--- src/design/wis_pkg.sv ---
// Shared constants, codes, control structs and helpers for the weighted index sampler.
`timescale 1ns / 1ps
package wis_pkg;

  // Table depth and derived index widths
  localparam int MaxEntries = 256;
  localparam int IdxW       = (MaxEntries > 1) ? $clog2(MaxEntries) : 1;
  localparam int CntW       = $clog2(MaxEntries + 1);

  // Fixed field widths
  localparam int OpW     = 2;
  localparam int WeightW = 17;
  localparam int RandW   = 16;
  localparam int TotalW  = 24;
  localparam int StatW   = 2;
  localparam int OutCntW = 9;

  // Stream bus widths, padded to whole bytes
  localparam int InDataW  = ((WeightW + RandW + 7) / 8) * 8;
  localparam int OutDataW = ((OutCntW + OutCntW + 7) / 8) * 8;

  localparam logic [TotalW-1:0] TotalMax = {TotalW{1'b1}};

  // Operation codes
  localparam logic [OpW-1:0] OP_CLEAR  = 2'd0;
  localparam logic [OpW-1:0] OP_LOAD   = 2'd1;
  localparam logic [OpW-1:0] OP_SAMPLE = 2'd2;

  // Result status codes
  localparam logic [StatW-1:0] ST_OK   = 2'd0;
  localparam logic [StatW-1:0] ST_MISS = 2'd1;
  localparam logic [StatW-1:0] ST_FULL = 2'd2;

  // Controller to datapath commands
  typedef struct packed {
    logic latch_in;   // capture the input transaction
    logic exec;       // apply clear/load, decide sample path
    logic probe_rd;   // read the table at the search midpoint
    logic probe_cmp;  // narrow the search window
    logic finish;     // record the hit index
    logic load_out;   // move the result into the output register
  } wis_cmd_t;

  // Datapath to controller status
  typedef struct packed {
    logic go_search;  // sample item needs a search
    logic lo_eq_hi;   // search window closed
  } wis_sts_t;

  // Count-width value to the 9-bit output field (masked or zero-extended)
  function automatic logic [OutCntW-1:0] to_out_cnt(input logic [CntW-1:0] v);
    logic [CntW+OutCntW-1:0] wide;
    wide = (CntW + OutCntW)'(v);
    return wide[OutCntW-1:0];
  endfunction

endpackage

--- src/design/wis_ctrl.sv ---
// Controller: sequences accept, execute, binary-search probes and result hand-off.
`timescale 1ns / 1ps
module wis_ctrl (
  input  logic              clk,
  input  logic              rst_n,
  input  logic              in_valid,
  output logic              in_ready,
  output logic              out_valid,
  input  logic              out_ready,
  input  wis_pkg::wis_sts_t sts,
  output wis_pkg::wis_cmd_t cmd
);

  typedef enum logic [2:0] {
    S_IDLE,
    S_EXEC,
    S_PROBE,
    S_CMP,
    S_DONE
  } state_t;

  state_t state_r;
  logic   out_valid_r;
  logic   out_free;

  // Output register can take a new result
  assign out_free = !out_valid_r || out_ready;

  // Commands decoded from state
  always_comb begin
    cmd           = '0;
    cmd.latch_in  = (state_r == S_IDLE) && in_valid;
    cmd.exec      = (state_r == S_EXEC);
    cmd.probe_rd  = (state_r == S_PROBE) && !sts.lo_eq_hi;
    cmd.finish    = (state_r == S_PROBE) && sts.lo_eq_hi;
    cmd.probe_cmp = (state_r == S_CMP);
    cmd.load_out  = (state_r == S_DONE) && out_free;
  end

  assign in_ready  = (state_r == S_IDLE);
  assign out_valid = out_valid_r;

  // State and output valid
  always_ff @(posedge clk) begin
    if (!rst_n) begin
      state_r     <= S_IDLE;
      out_valid_r <= 1'b0;
    end else begin
      if (cmd.load_out) begin
        out_valid_r <= 1'b1;
      end else if (out_ready) begin
        out_valid_r <= 1'b0;
      end
      unique case (state_r)
        S_IDLE: begin
          if (in_valid) state_r <= S_EXEC;
        end
        S_EXEC: begin
          state_r <= sts.go_search ? S_PROBE : S_DONE;
        end
        S_PROBE: begin
          state_r <= sts.lo_eq_hi ? S_DONE : S_CMP;
        end
        S_CMP: begin
          state_r <= S_PROBE;
        end
        S_DONE: begin
          if (out_free) state_r <= S_IDLE;
        end
        default: state_r <= S_IDLE;
      endcase
    end
  end

endmodule

--- config.mk ---
export PLATFORM = sky130hd
export DESIGN_NAME = wis_ctrl
export DESIGN_NICKNAME = d
export VERILOG_FILES = /design/src/design/wis_pkg.sv /design/src/design/wis_ctrl.sv
export SDC_FILE = /design/constraint.sdc
export NUM_CORES = 1
export LEC_CHECK = 0
export ABC_AREA = 1
export BUFFER_PORTS_ARGS = -buffer_cell sky130_fd_sc_hd__buf_2
export CAP_MARGIN = 15
export CORE_AREA = 4 4 41 43
export CTS_CLUSTER_SIZE = 16
export DETAILED_ROUTE_END_ITERATION = 10
export DIE_AREA = 0 0 45 47
export HOLD_SLACK_MARGIN = 0.03
export PLACE_DENSITY = 0.44
export REMOVE_ABC_BUFFERS = 1
export SYNTH_ARGS = -nofsm -noshare
export SYNTH_HDL_FRONTEND = slang
export SYNTH_SLANG_ARGS = --single-unit
--- constraint.sdc ---
create_clock -name clk -period 0.9 [get_ports clk]
set_input_delay 0.135 -clock clk [delete_from_list [all_inputs] [get_ports clk]]
set_output_delay 0.135 -clock clk [all_outputs]
set_load 0.1 [all_outputs]
==> impl_metrics.tcl, run 1 <==
set metrics [dict create \
    place_inst 77 \
    finalClockSkew_ns 0.002070 \
    nets 74 \
    ir_drop_mv 0.9151 \
    gp_congestion 0.7711 \
    cp-start-kind "flop" \
    die_x_um 45 \
    portBuffers 13 \
    cts_tree "built" \
    clockBufferDepth 2 \
    grt_usage_pct 9.091 \
    viasPerCell 4.025 \
    die_area_um2 2115 \
    cts.htree.levels 1 \
    multiInputGateArea_um2 172.7 \
    final_cells 81 \
    ios 14 \
    synth_cell_types 14 \
    wl_per_cell_um 9.605 \
    critPathBufInv 1 \
    core_area_um2 1301 \
    clkLatencyLatePin_ns 0.24 \
    antenna_cells 0 \
    crit_path_top_delay_cell "dfxtp_4" \
    post-place-ws_ns -0.2564 \
    syn_avg_cell_area_um2 6.196 \
    start_util_pct 20.00 \
    numCtsBuffers 3 \
    numClockSinks 4 \
    finalMaxSlewViolations 0 \
    relSlewSlack_pct 85.23 \
    antenna_found_initial 0 \
    synth_async_sr_flop_share_pct 0 \
    path_delay_family "simple AND/OR/NAND/NOR gates" \
    fmax_mhz 767.4 \
    cts-root-buf "clkbuf_4" \
    drt-total-wl_um 778 \
    detail_route.first_pass.iterations 4 \
    path_common_cell "nor2_4" \
    grt_pass1_vias 368 \
    fillerInstances 138 \
    ctsHoldBuffers 0 \
    grt_setup_unrepaired "true" \
    seq_area_um2 90.09 \
    crit_fanout 5 \
    grt-ovfl-total 0 \
    crit_chain "nor2_4, nand2_2, nor2_4, buf_12" \
    setup_viol 12 \
    min_period_ns 1.303 \
    ys_seq_area_share_pct 30.77 \
    status "complete, but fails checks" \
    layout_setup_ws_ns -0.4031 \
    synth_edf_count 0 \
    grt_pass1_wl_mm 1.359 \
    p_per_area_nw_per_um2 1759 \
    cp.arrival_ns 1.17 \
    grt_max_degree 8 \
    postRouteAntennaNets 0 \
    min_path_type "in -> reg" \
    holdWs_ns 0.1123 \
    cap_violations 0 \
    clkTransAtPathRegs_ns 0.04 \
    yosys_warnings 0 \
    drc_errors 0 \
    p_leak_nw 0.2940 \
    critPathRequiredTime_ns 0.76 \
    die_height_um 47 \
    violations "setup timing" \
    crit_path_end_kind "output port" \
    hold_viol_final 0 \
    max_stage_delay_ns 0.36 \
    vias 326 \
    hpwl_um 606.6 \
    drtIter0Drc 3 \
    synth-seq-cells 4 \
    final_layout_size_suffix_gt1_share_pct 71.21 \
    synthFlopType "dfxtp_1" \
    areaGrowthSynthToFinish_pct 133.7 \
    synth_cells 42 \
    rows 13 \
    worst_slew_pin_slew_ns 0.2193 \
    syn_area_um2 260.3 \
    fin_crit_sh_pct 144.8 \
    tns_ns -2.741 \
    crit_type "reg -> out" \
]
[state kept, by name, indices dropped and copies added, names as in the netlist]
register and flops:
state_r 3, out_valid 1
[final cells by class]
type | instances | share of cell area (%)
timing repair buffer | 21 | 41.56
inverter | 13 | 8.436
sequential | 4 | 14.81
tap | 15 | 3.086
clock buffer | 3 | 3.704
multi-input combinational | 25 | 28.40
[final timing paths]
kind           endpoint  startpoint  slack (ns)  cells after the start
max              cmd[0]  state_r[1]       -0.40                      4
min          state_r[2]       rst_n        0.11                      3
max reg2reg   out_valid  state_r[1]       -0.11                      6
min reg2reg   out_valid   out_valid        0.63                      4
[Yosys cell counts, types with 2 or more instances]
library cell / instances / area [um2]
dfxtp_1: 4 / 80.08
inv_1: 11 / 41.29
nand2_1: 4 / 15.01
nand3_1: 5 / 25.02
nor2_1: 5 / 18.77
nor2_2: 4 / 25.02
nor3_1: 2 / 10.01
[tightest hold or removal path, delay by kind of cell]
family                 cells  cell delay (ns)
and+or+nand+nor            1             0.05
buffers and inverters      2             0.14
[cells by family (layout without fill, tap and decap cells)]
family,Yosys count,after routing,share of synthesized area [%]
compound gates,2,2,3.842
simple gates,23,23,46.63
buf+inv,13,37,18.75
flops,4,4,30.77
[routing by layer]
layer	part of all wire [%]	vias up	global-route usage (%)	wire length (um)
met5	0	-	0	0
met4	1.8	0	5.263	14
met3	7.1	2	4.598	55
met2	52	11	15.25	403
met1	39	137	9.112	305
li1	-	176	-	-
[cell usage in the layout, fill, tap and decap left out]
| cell | Yosys | routed |
|---|---|---|
| clkbuf_4 | 0 | 3 |
| inv_4 | 0 | 1 |
| nand2_2 | 0 | 2 |
| clkinv_1 | 1 | 1 |
| nor2_4 | 1 | 4 |
| dfxtp_4 | 0 | 2 |
| buf_2 | 0 | 5 |
| nand3_1 | 5 | 5 |
| a21oi_2 | 0 | 1 |
| nand4_1 | 1 | 1 |
| buf_12 | 0 | 8 |
| nor2_2 | 4 | 4 |
| nand2_1 | 4 | 2 |
| inv_2 | 1 | 4 |
| nand3_2 | 1 | 1 |
| inv_1 | 11 | 7 |
| dfxtp_2 | 0 | 2 |
| buf_4 | 0 | 6 |
| buf_6 | 0 | 2 |
| o21ai_0 | 1 | 1 |
| nor2_1 | 5 | 2 |
| nor3_2 | 0 | 2 |
[metrics by stage]
stage | power, mW | cell area (um2) | utilization, %
2_1_floorplan | 0.5585 | 260.3 | -
3_3_place_gp | 0.7873 | 516.7 | 39.71
3_5_place_dp | 0.7872 | 516.7 | 39.71
4_1_cts | 1.066 | 590.6 | 45.38
5_1_grt | 1.117 | 608.1 | 46.73
6_report | 1.070 | 608.1 | 46.73
[timing repair]
action / 4_1_cts / 5_1_grt
gates resized for setup: 19 / 6
hold endpoints to repair: 0 / 0
pin swaps: 4 / 2
buffers inserted: 1 / 1
gates cloned: 0 / 0
endpoints found under the setup margin: 12 / 12
[report_power, final]
part / switching [mW] / internal [mW]
Combinational: 0.392 / 0.228
Sequential: 0.0254 / 0.195
Clock: 0.0789 / 0.150
Note: power is estimated with default switching activity, not from simulation.
==> run 2: changes to the inputs <==
ABC_AREA = not set   (was 1)
PLACE_DENSITY = 0.39   (was 0.44)
SLEW_MARGIN = 10   (was not set)
==> impl_metrics.tcl, run 2 <==
set metrics [dict create \
    synth_cell_types 14 \
    cts-root-buf "clkbuf_4" \
    power_mw 0.8444 \
    final_common_cell "buf_6" \
    fmax_mhz 692.7 \
    p_comb_share_pct 50.1 \
    setup_viol 12 \
    ios 14 \
    crit_chain "or3b_4, nor2b_4, buf_12" \
    ys_seq_area_share_pct 39.75 \
    wl_per_cell_um 14.40 \
    antenna_cells 0 \
    synth_top_area_share_pct 39.75 \
    min_path_type "in -> reg" \
    seq_area_um2 87.58 \
    clockBufferDepth 2 \
    areaGrowthSynthToFinish_pct 235.4 \
    synth_cells 23 \
    cts.htree.levels 1 \
    grt_usage_pct 11.69 \
    grt_setup_unrepaired "true" \
    finalMaxSlewViolations 0 \
    crit_path_top_delay_cell "or3b_4" \
    grt_pass1_vias 377 \
    tns_ns -3.944 \
    portBuffers 13 \
    yosysMostFrequentCell "dfxtp_1" \
    cap_violations 0 \
    antenna_found_initial 0 \
    place_inst 62 \
    largest_reg_flops 3 \
    numClockSinks 4 \
    synth.area.top_cells "dfxtp_1 (40%), nand2b_1 (9.3%), nor3_1 (7.5%), nor4_2 (6.2%), nor2_1 (5.6%)" \
    p_per_area_nw_per_um2 1250 \
    grt_pass1_wl_mm 1.649 \
    numCtsBuffers 3 \
    crit_type "reg -> out" \
    fin_crit_sh_pct 160.4 \
    viasPerCell 4.329 \
    reg2reg_from "state_r[0]" \
    layout_setup_ws_ns -0.5436 \
    synth-seq-cells 4 \
    drtIter0Drc 0 \
    synth_top_cells_by_count "dfxtp_1 (4), nand2b_1 (3), nor2_1 (3), nor3_1 (3)" \
    syn_avg_cell_area_um2 8.758 \
    die_area_um2 2115 \
    hold_depth 2 \
    startpoint "state_r[0]" \
    sw_frac_of_total_pct 38.13 \
    yosys_warnings 0 \
    drt-total-wl_mm 1.008 \
    grt-ovfl-total 0 \
    r2r_cells 4 \
    core_area_um2 1301 \
    violations "setup timing" \
    die_height_um 47 \
    fillerInstances 124 \
    final_cell_mix "buf_6 (9), buf_12 (8), buf_4 (7)" \
    reg2reg_slack_ns -0.25 \
    crit_fanout 5 \
    vias 303 \
    relSlewSlack_pct 84.86 \
    rows 13 \
    gp_congestion 0.6866 \
    cts_tree "built" \
    synthFlopType "dfxtp_1" \
    hpwl_um 641.7 \
    max_stage_delay_ns 0.40 \
    multiInputGateArea_um2 203.9 \
    synth_edf_count 0 \
    nets 63 \
    yosysTopAreaCell "dfxtp_1" \
    p_int_mw 0.5224 \
    hold_viol_final 0 \
    power_switching_mw 0.3219 \
    start_util_pct 15.48 \
    ir_drop_mv 0.6966 \
    final_cells 70 \
    min_period_ns 1.444 \
    status "complete, but fails checks" \
    die_x_um 45 \
    post-place-ws_ns -0.3896 \
    clkTransAtPathRegs_ns 0.04 \
    detail_route.first_pass.iterations 1 \
    seqPwrFrac_pct 23.5 \
    syn_area_um2 201.4 \
    synth_async_sr_flop_share_pct 0 \
    critPathRequiredTime_ns 0.76 \
    cp.arrival_ns 1.31 \
    p_leak_nw 0.2863 \
    cp-start-kind "flop" \
    clkLatencyLatePin_ns 0.24 \
    worstHoldStart "rst_n" \
    top_register "state_r" \
    finalClockSkew_ns 0.006577 \
    postRouteAntennaNets 0 \
    drc_errors 0 \
    grt_max_degree 6 \
    final_layout_size_suffix_gt1_share_pct 90.91 \
    worst_slew_pin_slew_ns 0.2252 \
    ctsHoldBuffers 0 \
    p_clk_share_pct 26.4 \
    crit_path_end_kind "output port" \
]
## run 2: cell types whose count changed after synthesis, sizes merged, moves of 3 or more
cell	previous run	this run
nand3	6	0
inv	12	1
nand2	4	0
nand2b	0	3
nor2	10	3
## run 2: layout make-up
class	instances	area share, %
clock buffer	3	3.333
timing repair buffer	29	50.19
inverter	1	0.5556
tap	15	2.778
multi-input combinational	18	30.19
sequential	4	12.96
## run 2: final timing paths
| kind | to |
|---|---|
| worst max-delay path | cmd[0] |
| worst min-delay path | state_r[0] |
| worst max register to register | state_r[2] |
| worst min register to register | state_r[1] |
## run 2: power by group through the flow
| stage | clock network (mW) | logic [mW] | registers [mW] |
|---|---|---|---|
| after floorplan | 0 | 0.174 | 0.208 |
| after global placement | 0 | 0.331 | 0.197 |
| after detailed placement | 0 | 0.334 | 0.197 |
| after CTS | 0.238 | 0.391 | 0.195 |
| after global routing | 0.250 | 0.438 | 0.199 |
| final | 0.223 | 0.423 | 0.198 |
## run 2: timing repair
action	CTS	global route
setup endpoints to repair	12	12
pin swaps	7	8
buffers inserted	2	5
endpoints found under the hold margin	0	0
gates cloned	0	0
resized for setup	24	10
## run 2: logic make-up after synthesis
family	Yosys count	synth area share, %
buf+inv	1	1.862
simple gates	14	42.86
flops	4	39.75
compound gates	4	15.53
## run 2: metrics by stage
| stage | utilization, % | hold WS (ns) | cell area (um2) |
|---|---|---|---|
| after floorplan | - | 0.2528 | 201.4 |
| after global placement | 37.50 | 0.3996 | 488.0 |
| after detailed placement | 37.50 | 0.3983 | 488.0 |
| after CTS | 47.31 | 0.1452 | 615.6 |
| after global routing | 51.92 | 0.1596 | 675.6 |
| final | 51.92 | 0.1643 | 675.6 |
## run 2: layer usage
layer | global-route usage [%] | routed length [um] | vias to the layer above
met2 | 21.47 | 606 | 11
met3 | 5.364 | 73 | 2
met5 | 0 | 0 | -
met1 | 9.091 | 306 | 143
li1 | - | - | 147
met4 | 10.53 | 21 | 0
## run 2: critical path: cells and delay by family, from the launching register on
kind / cells / cell delay, ns
simple gates: 2 / 0.54
buf+inv: 1 / 0.18
flops: 1 / 0.36
==> run 3: changes to the inputs <==
HOLD_SLACK_MARGIN = not set   (was 0.03)
REMOVE_ABC_BUFFERS = not set   (was 1)
==> impl_metrics.tcl, run 3 (synthesis results as in run 2) <==
set metrics [dict create \
    gp_congestion 0.6744 \
    postRouteAntennaNets 0 \
    wl_per_cell_um 11.06 \
    detail_route.first_pass.iterations 2 \
    grt-ovfl-total 0 \
    p_int_mw 0.5104 \
    viasPerCell 4.154 \
    seqPwrFrac_pct 23.9 \
    nets 58 \
    fillerInstances 127 \
    finalClockSkew_ns 0.0001543 \
    final_layout_size_suffix_gt1_share_pct 92.00 \
    final_cells 65 \
    numClockSinks 4 \
    critPathRequiredTime_ns 0.76 \
    worstSetupPathDepth 3 \
    ios 14 \
    die_height_um 47 \
    areaGrowthSynthToFinish_pct 219.3 \
    cts_tree "built" \
    cp-start-kind "flop" \
    power_switching_mw 0.3009 \
    postPlaceCellArea_um2 524.3 \
    power_mw 0.8113 \
    layout_setup_ws_ns -0.5171 \
    p_comb_share_pct 50.5 \
    vias 270 \
    critPathBufInv 1 \
    grt_pass1_wl_mm 1.193 \
    die_x_um 45 \
    place_inst 57 \
    antenna_found_initial 0 \
    worst_slew_pin_slew_ns 0.2900 \
    tns_ns -3.660 \
    synthesis.nets 29 \
    p_clk_share_pct 25.5 \
    setup_viol 11 \
    grt_setup_unrepaired "true" \
    cap_violations 0 \
    sw_frac_of_total_pct 37.08 \
    p_leak_nw 0.2602 \
    die_area_um2 2115 \
    final_common_cell "buf_12" \
    crit_type "reg -> out" \
    finalMaxSlewViolations 0 \
    min_path_type "in -> reg" \
    stdcell_area_um2 643.1 \
    core_area_um2 1301 \
    crit_path_end_kind "output port" \
    post-place-ws_ns -0.3220 \
    cp.arrival_ns 1.28 \
    seq_area_um2 90.09 \
    fmax_mhz 705.7 \
    numCtsBuffers 3 \
    holdWs_ns 0.1677 \
    final_cell_mix "buf_12 (8), buf_6 (6), buf_2 (5)" \
    portBuffers 13 \
    largest_reg_flops 3 \
    drtIter0Drc 2 \
    rows 13 \
    fin_crit_sh_pct 157.5 \
    ctsHoldBuffers 0 \
    final_core_util_pct 49.42 \
    grt_pass1_vias 285 \
    grt_usage_pct 7.978 \
    cts-root-buf "clkbuf_4" \
    crit_chain "or3b_4, nor2b_4, buf_12" \
    ir_drop_mv 0.7835 \
    p_per_area_nw_per_um2 1262 \
    clkLatencyLatePin_ns 0.22 \
    status "complete, but fails checks" \
    min_period_ns 1.417 \
    hold_depth 2 \
    r2r_cells 4 \
    clockBufferDepth 2 \
    clkTransAtPathRegs_ns 0.03 \
    antenna_cells 0 \
    violations "setup timing" \
    cts.htree.levels 1 \
    grt_max_degree 6 \
    drt-total-wl_um 719 \
    multiInputGateArea_um2 207.7 \
    hold_viol_final 0 \
    crit_path_top_delay_cell "or3b_4" \
    max_stage_delay_ns 0.41 \
    top_register "state_r" \
    path_delay_family "simple AND/OR/NAND/NOR gates" \
    relSlewSlack_pct 80.52 \
    start_util_pct 15.48 \
    crit_fanout 2 \
    drc_errors 0 \
]
-- run 3: changes by cell type in the layout (fill, tap and decap cells not counted), sizes merged --
cell,delta
buf,-5
-- run 3: path summary, 6_finish.rpt --
| kind | start | to | slack (ns) |
|---|---|---|---|
| worst max-delay path | state_r[1] | cmd[0] | -0.52 |
| worst min-delay path | rst_n | state_r[0] | 0.17 |
| worst max register to register | state_r[1] | state_r[2] | -0.27 |
| worst min register to register | state_r[2] | state_r[1] | 0.54 |
-- run 3: timing repair --
item,4_1_cts,5_1_grt
setup buffers,2,4
gates cloned,0,0
endpoints found under the setup margin,11,12
resized for setup,8,9
pin swaps,4,3
-- run 3: routing by layer --
metal | part of all wire (%) | track usage [%] | up-vias
met5 | 0 | 0 | -
met2 | 63 | 15.54 | 5
met4 | 0 | 3.509 | 0
met3 | 4.7 | 2.299 | 0
li1 | - | - | 138
met1 | 33 | 7.727 | 127
-- run 3: power groups by stage --
stage / sequential (mW) / clock (mW) / combinational, mW
2_1_floorplan: 0.215 / 0 / 0.202
3_3_place_gp: 0.194 / 0 / 0.364
3_5_place_dp: 0.195 / 0 / 0.368
4_1_cts: 0.193 / 0.233 / 0.391
5_1_grt: 0.195 / 0.249 / 0.425
6_report: 0.194 / 0.207 / 0.410
-- run 3: worst reg2reg max path, cell delays in order (launching register included) --
cell     delay [ns]
dfxtp_4        0.34
or3b_4         0.41
buf_4          0.15
nor2_2         0.09
o31a_1         0.12
-- run 3: area by class of cell --
| cell class | count | area share (%) |
|---|---|---|
| timing repair buffer | 24 | 46.30 |
| multi-input combinational | 18 | 32.30 |
| sequential | 4 | 14.01 |
| clock buffer | 3 | 3.502 |
| tap | 15 | 2.918 |
| inverter | 1 | 0.9728 |
